### config.mk
export PLATFORM = sky130hd
export DESIGN_NAME = sacl_ram
export DESIGN_NICKNAME = d
export VERILOG_FILES = /design/src/sv/sacl_ram.sv
export SDC_FILE = /design/constraint.sdc
export NUM_CORES = 1
export LEC_CHECK = 0
export BUFFER_PORTS_ARGS = -buffer_cell sky130_fd_sc_hd__buf_2
export CAP_MARGIN = 20
export CORE_MARGIN = 1
export CORE_UTILIZATION = 50
export DETAILED_ROUTE_END_ITERATION = 8
export HOLD_SLACK_MARGIN = 0.06
export PLACE_DENSITY = 0.73
export SLEW_MARGIN = 40
export SYNTH_ARGS = -nofsm -noshare
export SYNTH_HDL_FRONTEND = slang
export SYNTH_SLANG_ARGS = --single-unit
### constraint.sdc
create_clock -name clk -period 3.1 [get_ports clk]
set_input_delay 0.62 -clock clk [delete_from_list [all_inputs] [get_ports clk]]
set_output_delay 0.62 -clock clk [all_outputs]
set_load 0.01 [all_outputs]
### src/sv/sacl_ram.sv
// Single-port-write, single-port-read synchronous RAM holding one set row per entry.
// Read data registered. Depends on nothing.
module sacl_ram #(
	parameter int DEPTH  = 64,
	parameter int AW     = 6,
	parameter int DATA_W = 8
) (
	input  logic              clk,
	input  logic              we,
	input  logic [AW-1:0]     waddr,
	input  logic [DATA_W-1:0] wdata,
	input  logic              re,
	input  logic [AW-1:0]     raddr,
	output logic [DATA_W-1:0] rdata
);

	logic [DATA_W-1:0] mem [DEPTH];

	// write port
	always_ff @(posedge clk) begin
		if (we) begin
			mem[waddr] <= wdata;
		end
	end

	// registered read port
	always_ff @(posedge clk) begin
		if (re) begin
			rdata <= mem[raddr];
		end
	end

endmodule

* Word-level counts from Yosys, hierarchy flattened
Memories as Yosys holds them, arrays and structs flattened. A register that Yosys moved wholly into a read port is not among the register bits.
Cells that the tools add are included.
** Cells by class
- Muxes and demuxes :: 2
** Operator list (number)
- $mux 1 :: 2
** Storage, ports and cells
- Bits of input ports :: 23
- Bits in writable memories :: 512
- Bits in registers :: 0
- Memories kept :: 1
- Output and inout port bits :: 8
- Word-level logic and storage cells :: 3
** Memories
- mem :: words 64, width 8, read ports 1, clocked after Yosys merged registers in 1, write ports 1, RTL line 17 : logic [DATA_W-1:0] mem [DEPTH];

* Longest topological paths before layout
Gate-level depths: netlist of run 1.
- Depth in word-level cells :: 2
- Depth in mapped cells :: 9
- Gate-level depth less buffers :: 5

* Worst setup path after synthesis of run 1
OpenSTA, ideal clock, no wires.
- Path type :: input to register
- Start point :: input port raddr[1]
- End point :: register rdata[3], read port of mem (data pin)
- Cell stages on the path :: 7
- Library setup time :: 266 ps
- Path buffers :: 3
- Slack :: 674 ps
- Arrival :: 2160 ps
- Data required time :: 2834 ps
- Cell sequence :: buf_4 -> buf_2 -> buf_2 -> mux4_2 -> mux4_2 -> o21ai_1 -> o41ai_1
** RTL lines
- start, declared :: RTL line 13 : input logic [AW-1:0] raddr,
- end, declared :: RTL line 14 : output logic [DATA_W-1:0] rdata

==> results of run 1 <==
-- metrics by stage --
| step | power (W) | area [µm²] | util [%] |
|---|---|---|---|
| after CTS | 0.0146 | 23300 | 58.5 |
| after global placement | 0.00870 | 21700 | 54.5 |
| final | 0.0145 | 23300 | 58.5 |
| after detailed placement | 0.00872 | 21700 | 54.5 |
| after global routing | 0.0148 | 23300 | 58.5 |
| after floorplan | 0.00838 | 20200 | - |
-- path summary, 6_finish.rpt --
path	from	to	slack (ns)
worst max-delay path	raddr[0]	rdata[3]	0.81
worst min-delay path	re	rdata[4]	0.41
worst max register to register	mem[29][4]	rdata[4]	0.96
worst min register to register	mem[18][1]	rdata[1]	0.93
-- registers in the layout, indices dropped and copies added, names as in the netlist --
name and count:
rdata 8, mem 512
-- per-layer routing --
metal,vias up,share of wire [%],global-route usage (%)
li1,4223,-,-
met1,5206,40,31.0
met2,485,48,34.1
met3,64,9.4,5.18
met4,0,2.6,7.55
met5,-,0,0
-- power by group through the flow --
stage	Clock, W	Combinational, W	Sequential [W]
6_report	0.00592	0.000755	0.00782
5_1_grt	0.00622	0.000802	0.00782
4_1_cts	0.00599	0.000756	0.00782
3_5_place_dp	0	0.000751	0.00797
3_3_place_gp	0	0.000735	0.00796
2_1_floorplan	0	0.000415	0.00796
-- worst max-delay path, stage by stage --
cell	delay (ns)
clkbuf_8	0.27
buf_12	0.27
mux4_2	0.55
mux4_2	0.51
o21ai_1	0.21
o41ai_1	0.11
-- layout make-up --
class	instances	area, µm²
Sequential cell	520	15600
Clock buffer	58	1350
Tap cell	525	657
Multi-Input combinational cell	369	4320
Fill cell	2855	16500
Timing Repair Buffer	144	1120
Clock inverter	32	250
Antenna cell	2	5.00
-- cells by family (layout without fill, tap and decap cells) --
family                 after synthesis  count (layout)  synth area share [%]
DFF                                520             520                  77.1
muxes                              162             162                  15.9
and+or+nand+nor                    153             153                  3.37
AOI/OAI and AO/OA                   54              54                  2.06
buffers and inverters               51             234                  1.56
other                                0               2                     0
-- Yosys cell counts (3+ instances only) --
master     number  share of area [%]
clkbuf_1       17               0.32
nor3_1          7               0.17
buf_1           4              0.074
nand3_1        13               0.32
mux2i_1        23                1.1
nand3b_1        3               0.11
mux4_2        126                 14
o22ai_1         8               0.25
a221oi_1        6               0.26
nor2b_1        14               0.43
o2111ai_1       3               0.13
nand2_1        19               0.35
buf_4          13               0.48
o221ai_1        8               0.35
edfxtp_1      520                 77
mux2_2         13               0.72
a211oi_1        4               0.15
buf_2          11               0.27
a22oi_1         3               0.11
nand2b_1        7               0.22
nor2_1         83                1.5
a21oi_1         3              0.074
buf_6           4               0.22
o2bb2ai_1       3               0.13
==> results.sh, run 1 <==
export IMPL_final_common_cell="edfxtp_1"
export IMPL_synth_area_um2=20200
export IMPL_drt_initial_drc_count=1176
export IMPL_combPwrFrac_pct=5.2
export IMPL_post_route_period_util_pct=73.7
export IMPL_grt_max_degree=65
export IMPL_gp_congestion=0.843
export IMPL_setup_ws_ns=0.814
export IMPL_die_area_um2=41300
export IMPL_clk_pin_slew_worst_paths_ns=0.06
export IMPL_routed_wl_um=43800
export IMPL_hold_depth=1
export IMPL_root_buffer="clkbuf_16"
export IMPL_yosys_warnings=0
export IMPL_finalSetupViolCount=0
export IMPL_via_count=9978
export IMPL_final_net_count=1108
export IMPL_grt_pass1_wl_um=65500
export IMPL_p_leak_nw=7.50
export IMPL_synth_edf_count=520
export IMPL_final_layout_size_suffix_gt1_share_pct=31.8
export IMPL_syn_inst=940
export IMPL_drt_pass1_iterations=5
export IMPL_power_density_nw_per_um2=622
export IMPL_fin_skew_ns=0.00970
export IMPL_wl_per_cell_um=26.5
export IMPL_status="finished clean"
export IMPL_internal_power_w=0.0115
export IMPL_rsz0062_at_grt="no"
export IMPL_path_class="input port to flop"
export IMPL_track_usage_pct=22.0
export IMPL_setup_tns_ns=0
export IMPL_pwr_share_seq_pct=53.9
export IMPL_p_sw_w=0.00297
export IMPL_reg2reg_depth=5
export IMPL_ir_worst_vdd_mv=0.700
export IMPL_worstMarginPinSlew_ns=0.721
export IMPL_min_period_ns=2.29
export IMPL_relSlewSlack_pct=52.0
export IMPL_h_tree_depth=2
export IMPL_cts_buffers=50
export IMPL_synth_seq_cells=520
export IMPL_die_w_um=203
export IMPL_fmax_mhz=438
export IMPL_swShare_pct=20.5
export IMPL_p_clk_share_pct=40.8
export IMPL_holdWs_ns=0.407
export IMPL_core_um2=39800
export IMPL_cp_arrival_ns=2.60
export IMPL_final_cell_mix="edfxtp_1 (520), mux4_2 (126), buf_4 (109)"
export IMPL_drc=0
export IMPL_worst_setup_path_end_kind="flop"
export IMPL_area_growth_pct=15.1
export IMPL_cap_violations=0
export IMPL_clock_sinks=520
export IMPL_synth_yosys_seq_area_share_pct=77.1
export IMPL_final_cells=1650
export IMPL_placedCellCount=1558
export IMPL_avgSynthCellArea_um2=21.5
export IMPL_grt_pass1_vias=10100
export IMPL_hold_violations=0
export IMPL_insertion_delay_ns=0.58
export IMPL_synth_ff_type="edfxtp_1"
export IMPL_cts_tree="done"
export IMPL_pre_cts_ws_ns=0.208
export IMPL_cts_hold_buf=0
export IMPL_post_synth_num_cell_types=39
export IMPL_cts_resized=0
export IMPL_postRouteAntennaNets=0
export IMPL_start_util_pct=50.8
export IMPL_clockBufferDepth=3
export IMPL_rows=73
export IMPL_required_ns=3.42
export IMPL_die_y_um=203
export IMPL_slew_violations=0
export IMPL_dp_hpwl_um=27800
export IMPL_worstPathMaxFanout=27
export IMPL_synth_fp_nets=963
export IMPL_grt_overflow=0
export IMPL_viasPerCell=6.05
export IMPL_crit_path_start_kind="input port"
export IMPL_pin_count=31
export IMPL_antenna_found_initial=1
export IMPL_port_buffers=30
export IMPL_hold_class="input port to flop"
export IMPL_ys_async_sr_fraction_pct=0
export IMPL_cts_setup_buffers=0
Note: power is estimated with default switching activity, not from simulation.
==> run 2: changes to the inputs <==
==> constraint.sdc (replaced) <==
create_clock -name clk -period 2.3 [get_ports clk]
set_input_delay 0.46 -clock clk [delete_from_list [all_inputs] [get_ports clk]]
set_output_delay 0.46 -clock clk [all_outputs]
set_load 0.01 [all_outputs]
==> run 2 against run 1 <==
Flip-flop and latch count unchanged. Critical path type is now flop to flop. Critical endpoint is now rdata[6]. Critical path depth stayed put. Clock-buffer cell count is 4 higher. First-iteration DRC count down 4.5%. Utilization is 0.70 points higher. Die area did not move. Highest routed layer is now met5. Clock skew up 0.0097 ns. Combinational power grew 42%.
==> results.sh, run 2 (synthesis results as in run 1) <==
export IMPL_status="finished clean"
export IMPL_routed_wl_um=43700
export IMPL_largest_register="mem"
export IMPL_die_y_um=203
export IMPL_ir_worst_vdd_mv=0.656
export IMPL_worstPathMaxFanout=1
export IMPL_crit_path_start_kind="flop"
export IMPL_total_power_w=0.0192
export IMPL_pin_count=31
export IMPL_relSlewSlack_pct=54.7
export IMPL_cts_resized=0
export IMPL_worstMarginPinSlew_ns=0.680
export IMPL_insertion_delay_ns=0.58
export IMPL_placedCellCount=1600
export IMPL_hold_violations=0
export IMPL_finalSetupViolCount=0
export IMPL_cts_tree="done"
export IMPL_path_class="flop to flop"
export IMPL_largest_reg_flops=512
export IMPL_dp_hpwl_um=28400
export IMPL_die_area_um2=41300
export IMPL_hold_class="input port to flop"
export IMPL_clk_pin_slew_worst_paths_ns=0.06
export IMPL_post_route_period_util_pct=98.4
export IMPL_rsz0062_at_grt="no"
export IMPL_clock_sinks=520
export IMPL_setup_tns_ns=0
export IMPL_crit_cells=6
export IMPL_final_cells=1690
export IMPL_path_buf_inv=1
export IMPL_via_count=10200
export IMPL_start_util_pct=50.8
export IMPL_core_um2=39800
export IMPL_gp_congestion=0.843
export IMPL_final_layout_size_suffix_gt1_share_pct=33.5
export IMPL_drc=0
export IMPL_clockBufferDepth=3
export IMPL_critPathSlowestCell="mux4_2"
export IMPL_power_density_nw_per_um2=813
export IMPL_die_w_um=203
export IMPL_fin_skew_ns=0.0194
export IMPL_reg2reg_depth=6
export IMPL_p_leak_nw=7.68
export IMPL_fill_cells=2797
export IMPL_grt_pass1_wl_um=65200
export IMPL_cp_top_family="multiplexers"
export IMPL_slew_violations=0
export IMPL_area_growth_pct=16.5
export IMPL_grt_overflow=0
export IMPL_antenna_found_initial=3
export IMPL_max_stage_delay_ns=0.49
export IMPL_fin_util_pct=59.2
export IMPL_multi_input_area_um2=4320
export IMPL_postRouteAntennaNets=0
export IMPL_track_usage_pct=21.9
export IMPL_cap_violations=0
export IMPL_worst_setup_path_end_kind="flop"
export IMPL_viasPerCell=6.03
export IMPL_drt_pass1_iterations=5
export IMPL_drt_initial_drc_count=1123
export IMPL_final_common_cell="edfxtp_1"
export IMPL_h_tree_depth=2
export IMPL_hold_depth=1
export IMPL_cts_setup_buffers=0
export IMPL_cts_buffers=50
export IMPL_grt_max_degree=65
export IMPL_top_regs="mem (512), rdata (8)"
export IMPL_fmax_mhz=442
export IMPL_wl_per_cell_um=25.9
export IMPL_root_buffer="clkbuf_16"
export IMPL_final_cell_mix="edfxtp_1 (520), buf_4 (144), mux4_2 (126)"
export IMPL_grt_pass1_vias=10300
export IMPL_worstPathCellList="mux4_2, mux2_2, o221a_2, nor3_1, buf_4, o32ai_1"
export IMPL_min_period_ns=2.26
export IMPL_cp_arrival_ns=2.59
export IMPL_rows=73
export IMPL_regArea_um2=15600
export IMPL_required_ns=2.63
export IMPL_final_net_count=1150
export IMPL_cts_hold_buf=0
export IMPL_port_buffers=30
==> run 2: changes by cell type in the layout (fill, tap and decap cells not counted), sizes merged <==
cell / previous run / this run
diode: 2 / 1
clkinv: 26 / 24
clkinvlp: 1 / 0
buf: 143 / 185
bufinv: 4 / 2
clkbuf: 59 / 63
==> run 2: worst reg2reg max path: stages (launching register included) <==
cell,delay [ns]
edfxtp_1,0.40
mux4_2,0.49
mux2_2,0.29
o221a_2,0.29
nor3_1,0.31
buf_4,0.17
o32ai_1,0.07
==> run 2: worst paths after layout <==
kind              start       end  slack, ns
max reg2reg  mem[29][6]  rdata[6]       0.04
min reg2reg  mem[23][2]  rdata[2]       0.92
max          mem[29][6]  rdata[6]       0.04
min                  re  rdata[7]       0.27
==> run 2: report_power, final <==
| part | total (W) | switching (W) | leakage, nW | internal, W |
|---|---|---|---|---|
| registers | 0.0105 | 0.0000293 | 4.69 | 0.0105 |
| logic | 0.00107 | 0.000609 | 2.26 | 0.000461 |
| clock network | 0.00758 | 0.00332 | 0.733 | 0.00426 |
| total | 0.0192 | 0.00396 | 7.68 | 0.0152 |
==> run 2: through the flow <==
stage / hold slack (ns) / cell area (µm²) / setup slack, ns
6_report: 0.268 / 23600 / 0.0375
5_1_grt: 0.255 / 23600 / 0.0279
4_1_cts: 0.238 / 23600 / 0.0422
3_5_place_dp: 0.859 / 22100 / -0.376
3_3_place_gp: 0.857 / 22100 / -0.342
2_1_floorplan: 0.559 / 20200 / 0.0337
==> run 2: area by class of cell <==
type | count | area share (%)
diodes | 1 | 0.0106
repair buffers | 186 | 6.40
clock buffers | 62 | 5.59
clock inverters | 27 | 0.721
multi-input cells | 369 | 18.3
well taps | 525 | 2.78
flip-flops and latches | 520 | 66.2
==> run 2: metal layers <==
metal | routed length (µm) | up-vias | global-route usage (%)
met2 | 20700 | 463 | 33.8
li1 | - | 4315 | -
met5 | 10 | - | 0
met1 | 17800 | 5312 | 31.1
met3 | 3670 | 92 | 3.91
met4 | 1490 | 2 | 8.97
