--- src/sv/sacl_pkg.sv ---
// Shared types and constants for the set-associative cache lookup block.
// No dependencies; imported by the top level and the way matcher.
package sacl_pkg;

	// Fixed field widths
	localparam int ADDR_W      = 48;
	localparam int CFG_IDX_W   = 8;
	localparam int S_TDATA_W   = 48;
	localparam int M_TDATA_W   = 152;

	// Default geometry
	localparam int DEF_SET_COUNT   = 64;
	localparam int DEF_WAYS        = 4;
	localparam int DEF_BLOCK_BYTES = 64;

	// Configuration register indexes
	localparam logic [CFG_IDX_W-1:0] REG_REGION_LOW  = 8'd0;
	localparam logic [CFG_IDX_W-1:0] REG_REGION_HIGH = 8'd1;

	// Access kind
	localparam logic CMD_WRITE = 1'b1;

	// Per-way status code
	typedef enum logic [1:0] {
		ST_INVALID = 2'd0,
		ST_VALID   = 2'd1,
		ST_DIRTY   = 2'd2
	} way_status_t;

	// Controller states
	typedef enum logic [1:0] {
		CS_CLEAR,
		CS_IDLE,
		CS_LOOKUP
	} ctrl_state_t;

	// Lookup outcome flags from the way matcher
	typedef struct packed {
		logic hit;
		logic wb_valid;
		logic fill_valid;
	} lookup_flags_t;

endpackage

--- src/sv/sacl_match.sv ---
// Way matcher: compares the tags of one set row in parallel, picks the hit or
// round-robin victim way and builds the updated row. Depends on sacl_pkg.
module sacl_match #(
	parameter int WAYS_P2 = 4,
	parameter int WAY_W   = 2,
	parameter int PTR_W   = 2,
	parameter int TAG_W   = 36
) (
	input  logic [WAYS_P2-1:0][TAG_W-1:0] row_tags,
	input  logic [WAYS_P2-1:0][1:0]       row_status,
	input  logic [PTR_W-1:0]              row_ptr,
	input  logic [TAG_W-1:0]              tag,
	input  logic                          is_write,
	output logic [PTR_W-1:0]              way,
	output sacl_pkg::lookup_flags_t       flags,
	output logic [TAG_W-1:0]              victim_tag,
	output logic [WAYS_P2-1:0][TAG_W-1:0] new_tags,
	output logic [WAYS_P2-1:0][1:0]       new_status,
	output logic [PTR_W-1:0]              new_ptr
);
	import sacl_pkg::*;

	logic [WAYS_P2-1:0] match;
	logic               hit;
	logic [PTR_W-1:0]   hit_way;

	// parallel tag compare against valid ways
	always_comb begin
		for (int w = 0; w < WAYS_P2; w++) begin
			match[w] = (row_status[w] != ST_INVALID) && (row_tags[w] == tag);
		end
	end

	// lowest matching way wins
	always_comb begin
		hit     = 1'b0;
		hit_way = '0;
		for (int w = WAYS_P2 - 1; w >= 0; w--) begin
			if (match[w]) begin
				hit     = 1'b1;
				hit_way = PTR_W'(w);
			end
		end
	end

	assign way              = hit ? hit_way : row_ptr;
	assign victim_tag       = row_tags[row_ptr];
	assign flags.hit        = hit;
	assign flags.fill_valid = !hit;
	assign flags.wb_valid   = !hit && (row_status[row_ptr] == ST_DIRTY);

	// updated row: new tag on a miss, status per access kind, pointer advance
	always_comb begin
		new_tags   = row_tags;
		new_status = row_status;
		if (!hit) begin
			new_tags[row_ptr] = tag;
		end
		if (is_write == CMD_WRITE) begin
			new_status[way] = ST_DIRTY;
		end else if (!hit) begin
			new_status[way] = ST_VALID;
		end
		if (hit || WAY_W == 0) begin
			new_ptr = hit ? row_ptr : '0;
		end else begin
			new_ptr = row_ptr + 1'b1;
		end
	end

endmodule
--- config.mk ---
export PLATFORM = sky130hd
export DESIGN_NAME = sacl_match
export DESIGN_NICKNAME = d
export VERILOG_FILES = /design/src/sv/sacl_pkg.sv /design/src/sv/sacl_match.sv
export SDC_FILE = /design/constraint.sdc
export NUM_CORES = 1
export LEC_CHECK = 0
export BUFFER_PORTS_ARGS = -buffer_cell sky130_fd_sc_hd__buf_2
export CAP_MARGIN = 0
export CELL_PAD_IN_SITES_DETAIL_PLACEMENT = 0
export CELL_PAD_IN_SITES_GLOBAL_PLACEMENT = 2
export CORE_ASPECT_RATIO = 1.5
export CORE_MARGIN = 3
export CORE_UTILIZATION = 22
export DETAILED_ROUTE_END_ITERATION = 10
export PLACE_DENSITY_LB_ADDON = 0.08
export REMOVE_ABC_BUFFERS = 1
export SYNTH_ARGS = -nofsm -noshare
export SYNTH_HDL_FRONTEND = slang
export SYNTH_SLANG_ARGS = --single-unit
--- constraint.sdc ---
create_clock -name vclk -period 3.7
set_clock_uncertainty 0.05 [all_clocks]
set_input_delay 0.74 -clock vclk [all_inputs]
set_output_delay 0.74 -clock vclk [all_outputs]
set_load 0.02 [all_outputs]
Word-level counts from Yosys, hierarchy flattened:

Cells that the tools add are included.

* flip-flop bits (word level): 0
* input bits: 191
* output and inout port bits: 195
* word-level logic and storage cells: 50

* $add $sub $neg: 1
* $lt $le $gt $ge: 4
* equal/unequal tests: 5
* mux-type cells: 22
* bitwise gates (word level): 6
* reduce and logical (&&, ||, !) cells: 12

Operators with widths (number)
* 144-bit bitwise mux: 1
* 36-bit == test: 4
* 144-bit 2-to-1 mux: 1
* 36-bit binary-select mux with 2-bit select: 1
* 36-bit demux with 2-bit select: 1
* 36-bit 2-to-1 mux: 2
* 2-bit 2-to-1 mux: 8
* 8-bit 2-to-1 mux: 2
* 4-bit bitwise AND: 2
* 4-bit inverter: 2
* 4-bit OR: 2
* 2-bit nonzero test: 4
* 1-bit logical AND: 7
* 2-bit by 3-bit < comparator with 1-bit output, second input constant: 2
* 2-bit binary-select mux with 2-bit select: 1
* 2-bit demux with 2-bit select: 1
* 2-bit by 1-bit greater-or-equal comparator with 1-bit output, second input constant: 2
* 1-bit 2-to-1 mux: 4
* 2-bit by 1-bit adder with 2-bit output, second input constant: 1
* 2-bit == test, second input constant: 1
* 1-bit zero test: 1

Logic depth before layout (Yosys ltp):

Gate-level depths: netlist (run 1).

* depth after elaboration: 15
* mapped depth: 9
* gate-level depth less buffers: 8

Least setup slack after synthesis (run 1):

OpenSTA, ideal clock, no wires.

* path type: input to output
* from: in tag[33]
* to: out new_status[1] in the netlist's numbering
* arrival time: 2.816 ns
* required time: 2.910 ns
* setup slack: 0.094 ns
* stages: 9
* buffers on the path: 1
* cells stage by stage: buf_2 -> xor2_1 -> nor4_1 -> nand4_1 -> nor4_4 -> o21bai_1 -> nand2b_1 -> inv_1 -> o32ai_1

RTL lines
* from (decl): RTL line sacl_match.sv:12 `input logic [TAG_W-1:0] tag,`
* to (decl): RTL line sacl_match.sv:18 `output logic [WAYS_P2-1:0][1:0] new_status,`

==> qor.yml, run 1 <==
crit_required_ns: 2.91
dr_total_vias: 6159
setup_violations: 157
seq_power_share_pct: 0
post-route-util_pct: 52.1
syn-cell-area_sq_um: 4770
n_fill_cell: 1983
finalCritPeriodShare_pct: 107
design.seq.count: 0
clockPowerShare_pct: 0
globalRouteTotalUtil_pct: 24.1
yosysSeqAreaShare_pct: 0
core_area_sq_um: 21100
netlist_instances: 479
grt_pass1_wl_mm: 43.7
arrival_ns: 3.16
routabilityCongestion: 0.887
failed_checks: "negative setup slack"
ir_worst_vdd_uv: 74.6
combinationalPowerShare_pct: 100.0
swShare_pct: 50.2
maxCapViolCount: 0
slew_violations: 0
io_pins: 386
regArea_sq_um: 0
routedWlPerCell_um: 25.3
p_int_mw: 0.877
rsz0062_at_grt: "yes"
nClkBuffers: 0
rows: 65
firstDrtPassIters: 4
dieArea_sq_um: 23500
grt_start_max_net_pins: 23
yosysUniqueCellTypes: 33
port_buffers: 386
worst_pin_slew_ns: 0.479
layout-drive-gt1-share_pct: 84.7
crit_path_end_kind: "primary output"
timing.final.crit_period_ns: 3.95
slew_headroom_pct: 67.6
viasPerCell: 4.86
setup_tns_ns: -25.76
synth_warnings: 0
hold_violations: 0
worst-path-max-fanout: 7
drc: 0
grt_overflow: 0
wl_mm: 32.0
antenna_found_initial: 1
critical_path_class: "input pin to primary output"
worst_slack_ns: -0.246
p_sw_mw: 0.885
ant_nets: 0
dr.first_iter.drc_count: 222
place_ws_ns: -0.563
hold_class: "input pin to primary output"
outcome: "complete, but fails checks"
crit_path_start_kind: "input pin"
die_y_um: 186
hpwl_mm: 24.9
avgSynthCellArea_sq_um: 9.96
start_util_pct: 22.6
grt_pass1_vias: 6956
die_w_um: 126
power_density_nw_per_um2: 160
nets: 1194
area_growth_pct: 131
total_power_mw: 1.76
p_leak_nw: 5.34
fmax_mhz: 253
[cells in the mapped netlist (4+ instances only)]
library cell  number  area (sq um)
nand4_1           11          68.8
clkbuf_1           7          26.3
mux2_1           120          1350
mux2_2            24           270
nand3_1            4          20.0
mux4_2            36           811
buf_4             25           188
buf_2             17          85.1
o21ai_0            4          20.0
inv_1             10          37.5
nand2_4            4          45.0
xor2_1           128          1120
nor3_1             6          30.0
ha_1               4          50.1
nor4_1            29           181
xnor2_1           17           149
buf_6              8          90.1
[power groups by stage]
stage	Clock, mW	Combinational [mW]	Sequential (mW)
floorplan	0	0.585	0
global route	0.0000000361	1.84	0
finish	0.0000000361	1.76	0
global placement	0	1.28	0
detailed placement	0	1.28	0
CTS	0	1.54	0
[layer usage]
layer	part of all wire [%]	GRT usage (%)	vias to the layer above	wire length, um
met2	56	48.1	260	17800
met4	3.2	5.41	0	1020
met1	36	26.6	3080	11600
met3	4.6	2.55	43	1480
li1	-	-	2776	-
met5	0	0	-	0
[cell families (layout without fill, tap and decap cells)]
kind of cell	after synthesis	after routing	share of synthesized area, %
muxes	180	180	51.0
xor gates and xnor gates	145	145	26.6
buffers and inverters	69	587	9.10
and+or+nand+nor	64	64	9.39
AOI/OAI and AO/OA	17	17	2.88
adders and majority gates	4	4	1.05
other	0	1	0
[cell type report]
cell class / instances / area (sq um) / share of cell area [%]
multi-input combinational: 410 / 5830 / 53.0
tap: 268 / 335 / 3.04
inverter: 10 / 42.5 / 0.386
timing repair buffer: 577 / 4800 / 43.6
antenna: 1 / 2.50 / 0.0227
[per-stage QoR]
step	std cells	area (sq um)	hold slack [ns]
after global routing	1266	11000	1.78
after global placement	1237	8030	1.81
after floorplan	420	4380	1.60
after detailed placement	1237	8030	1.80
after CTS	1257	9580	1.78
final	1266	11000	1.78
[worst max-delay path: stages]
cell	delay, ns
buf_8	0.11
xor2_4	0.19
nor4_4	0.38
buf_4	0.18
nand4_1	0.14
nor3_2	0.23
buf_4	0.15
nor4_4	0.04
buf_6	0.15
nand2_8	0.11
buf_12	0.13
buf_12	0.14
mux2_4	0.32
buf_6	0.13
[cell usage in the layout (no fill, tap or decap), types with 4 or more instances in the layout]
cell type and instances:
xnor2_1 13, nor4_4 21, buf_8 5, clkbuf_16 6, mux4_2 36, nor3_2 4, clkbuf_4 7, xor2_1 78
nor4_2 10, buf_4 159, buf_12 20, buf_6 157, xnor2_2 4, nand4_1 11, mux2_1 20, ha_1 4
nand2_8 4, buf_2 221, xor2_2 35, inv_1 7, nand3_1 4, mux2_4 122, xor2_4 15
[final timing paths]
path | start | end | cells after the start
setup / recovery | row_tags[119] | new_tags[107] | 14
hold / removal | tag[2] | new_tags[2] | 3
[what timing repair did]
item | in CTS | in global routing
endpoints found under the setup margin | 159 | 159
pin swaps | 33 | 39
gates resized for setup | 311 | 311
gates cloned | 5 | 7
setup buffers | 18 | 7
hold buffers | 0 | 0
No activity file was read; power rests on OpenSTA's default activity.
==> inputs of run 2 (changes only) <==
--- a/config.mk
+++ b/config.mk
@@ -8,12 +8,11 @@
 export BUFFER_PORTS_ARGS = -buffer_cell sky130_fd_sc_hd__buf_2
 export CAP_MARGIN = 0
 export CELL_PAD_IN_SITES_DETAIL_PLACEMENT = 0
-export CELL_PAD_IN_SITES_GLOBAL_PLACEMENT = 2
-export CORE_ASPECT_RATIO = 1.5
-export CORE_MARGIN = 3
-export CORE_UTILIZATION = 22
+export CELL_PAD_IN_SITES_GLOBAL_PLACEMENT = 1
+export CORE_AREA = 3 3 149 151
 export DETAILED_ROUTE_END_ITERATION = 10
-export PLACE_DENSITY_LB_ADDON = 0.08
+export DIE_AREA = 0 0 152 154
+export PLACE_DENSITY_LB_ADDON = 0.1
 export REMOVE_ABC_BUFFERS = 1
 export SYNTH_ARGS = -nofsm -noshare
 export SYNTH_HDL_FRONTEND = slang
==> qor.yml, run 2 (synthesized netlist as in run 1, its figures left out) <==
globalRouteTotalUtil_pct: 23.3
arrival_ns: 3.15
slew_violations: 0
n_fill_cell: 2067
p_leak_nw: 4.88
dr.first_iter.drc_count: 192
regArea_sq_um: 0
viasPerCell: 4.88
routedWlPerCell_um: 24.3
dieArea_sq_um: 23400
layout-drive-gt1-share_pct: 78.2
port_buffers: 386
antenna_found_initial: 1
rows: 53
slew_headroom_pct: 57.6
post-route-cell-area_sq_um: 9830
cts_hold_buffers: 0
start_util_pct: 22.8
grt_pass1_wl_mm: 42.4
grt_pass1_vias: 6545
nClkBuffers: 0
failed_checks: "negative setup slack"
dr_total_vias: 6090
worst_pin_slew_ns: 0.636
design.seq.count: 0
met1_usage_pct: 28.0
dpl-instance-area_sq_um: 7870
ir_worst_vdd_uv: 67.5
nets: 1170
rsz0062_at_grt: "yes"
finalCritPeriodShare_pct: 107
hpwl_mm: 23.6
ant_nets: 0
hold_depth: 3
io_pins: 386
core_area_sq_um: 21000
use_met3_pct: 4.33
multi_input_area_sq_um: 5230
maxCapViolCount: 0
antennaDiodeCount: 0
grt_overflow: 0
use_met2_pct: 43.0
fmax_mhz: 254
wl_mm: 30.3
outcome: "complete, but fails checks"
hold_class: "input pin to primary output"
crit_path_start_kind: "input pin"
power_density_nw_per_um2: 161
final_cell_mix: "buf_2, buf_4, buf_6"
crit_path_end_kind: "primary output"
firstDrtPassIters: 5
critical_path_class: "input pin to primary output"
grt_busiest_layer: "met2"
worst-path-max-fanout: 5
setup_violations: 155
die_y_um: 154
grt_start_max_net_pins: 36
die_w_um: 152
hold_violations: 0
area_growth_pct: 106
drc: 0
routabilityCongestion: 0.867
worst_slack_ns: -0.242
crit_required_ns: 2.91
final_common_cell: "buf_2"
place_ws_ns: -0.596
timing.final.crit_period_ns: 3.94
[run 2: changes by cell type in the layout (fill, tap and decap cells not counted), moves of 8 or more]
| cell | delta |
|---|---|
| buf_12 | -8 |
| buf_2 | +51 |
| buf_4 | -13 |
| buf_6 | -48 |
| mux2_1 | +16 |
| mux2_4 | -23 |
| nor4_4 | -9 |
| xor2_1 | +28 |
| xor2_2 | -18 |
| xor2_4 | -10 |
[run 2: per-stage QoR]
stage / hold WS, ns / utilization (%) / std cells / total power, mW / TNS (ns)
2_1_floorplan: 1.60 / - / 420 / 0.585 / -5.07
3_3_place_gp: 1.81 / 37.5 / 1226 / 1.25 / -81.82
3_5_place_dp: 1.80 / 37.5 / 1226 / 1.25 / -80.89
4_1_cts: 1.79 / 42.7 / 1241 / 1.43 / -31.46
5_1_grt: 1.77 / 46.9 / 1248 / 1.67 / -43.87
6_report: 1.76 / 46.9 / 1248 / 1.58 / -24.84
[run 2: timing repair]
action                                  CTS  global route
buffers inserted                         13             9
cloned                                    5             5
endpoints found under the setup margin  159           159
gates resized for setup                 208           219
pin swaps                                33            11
[run 2: worst max-delay path: stages]
cell	delay (ns)
buf_4	0.16
xor2_1	0.30
nor4_2	0.08
buf_4	0.14
nand4_1	0.14
nor4_2	0.07
buf_4	0.15
nor4_4	0.32
buf_12	0.20
nand2_8	0.10
buf_12	0.15
buf_16	0.14
mux2_4	0.30
buf_6	0.13
[run 2: worst paths after layout]
| check | from | endpoint |
|---|---|---|
| max | tag[10] | new_tags[58] |
| min | row_tags[38] | new_tags[38] |
[run 2: cell type report]
cell class | count | area share [%]
inverter | 10 | 0.433
multi-input combinational | 410 | 53.2
tap | 275 | 3.50
timing repair buffer | 553 | 42.8
[run 2: routing by layer]
layer	vias to the layer above	share of wire, %
li1	2748	-
met1	3019	40
met2	285	51
met3	36	6.5
met4	2	2.5
met5	-	0.026
[run 2: report_power, final]
part,internal (mW),switching [mW]
clock network,0,0
registers,0,0
logic,0.764,0.820
total,0.764,0.820
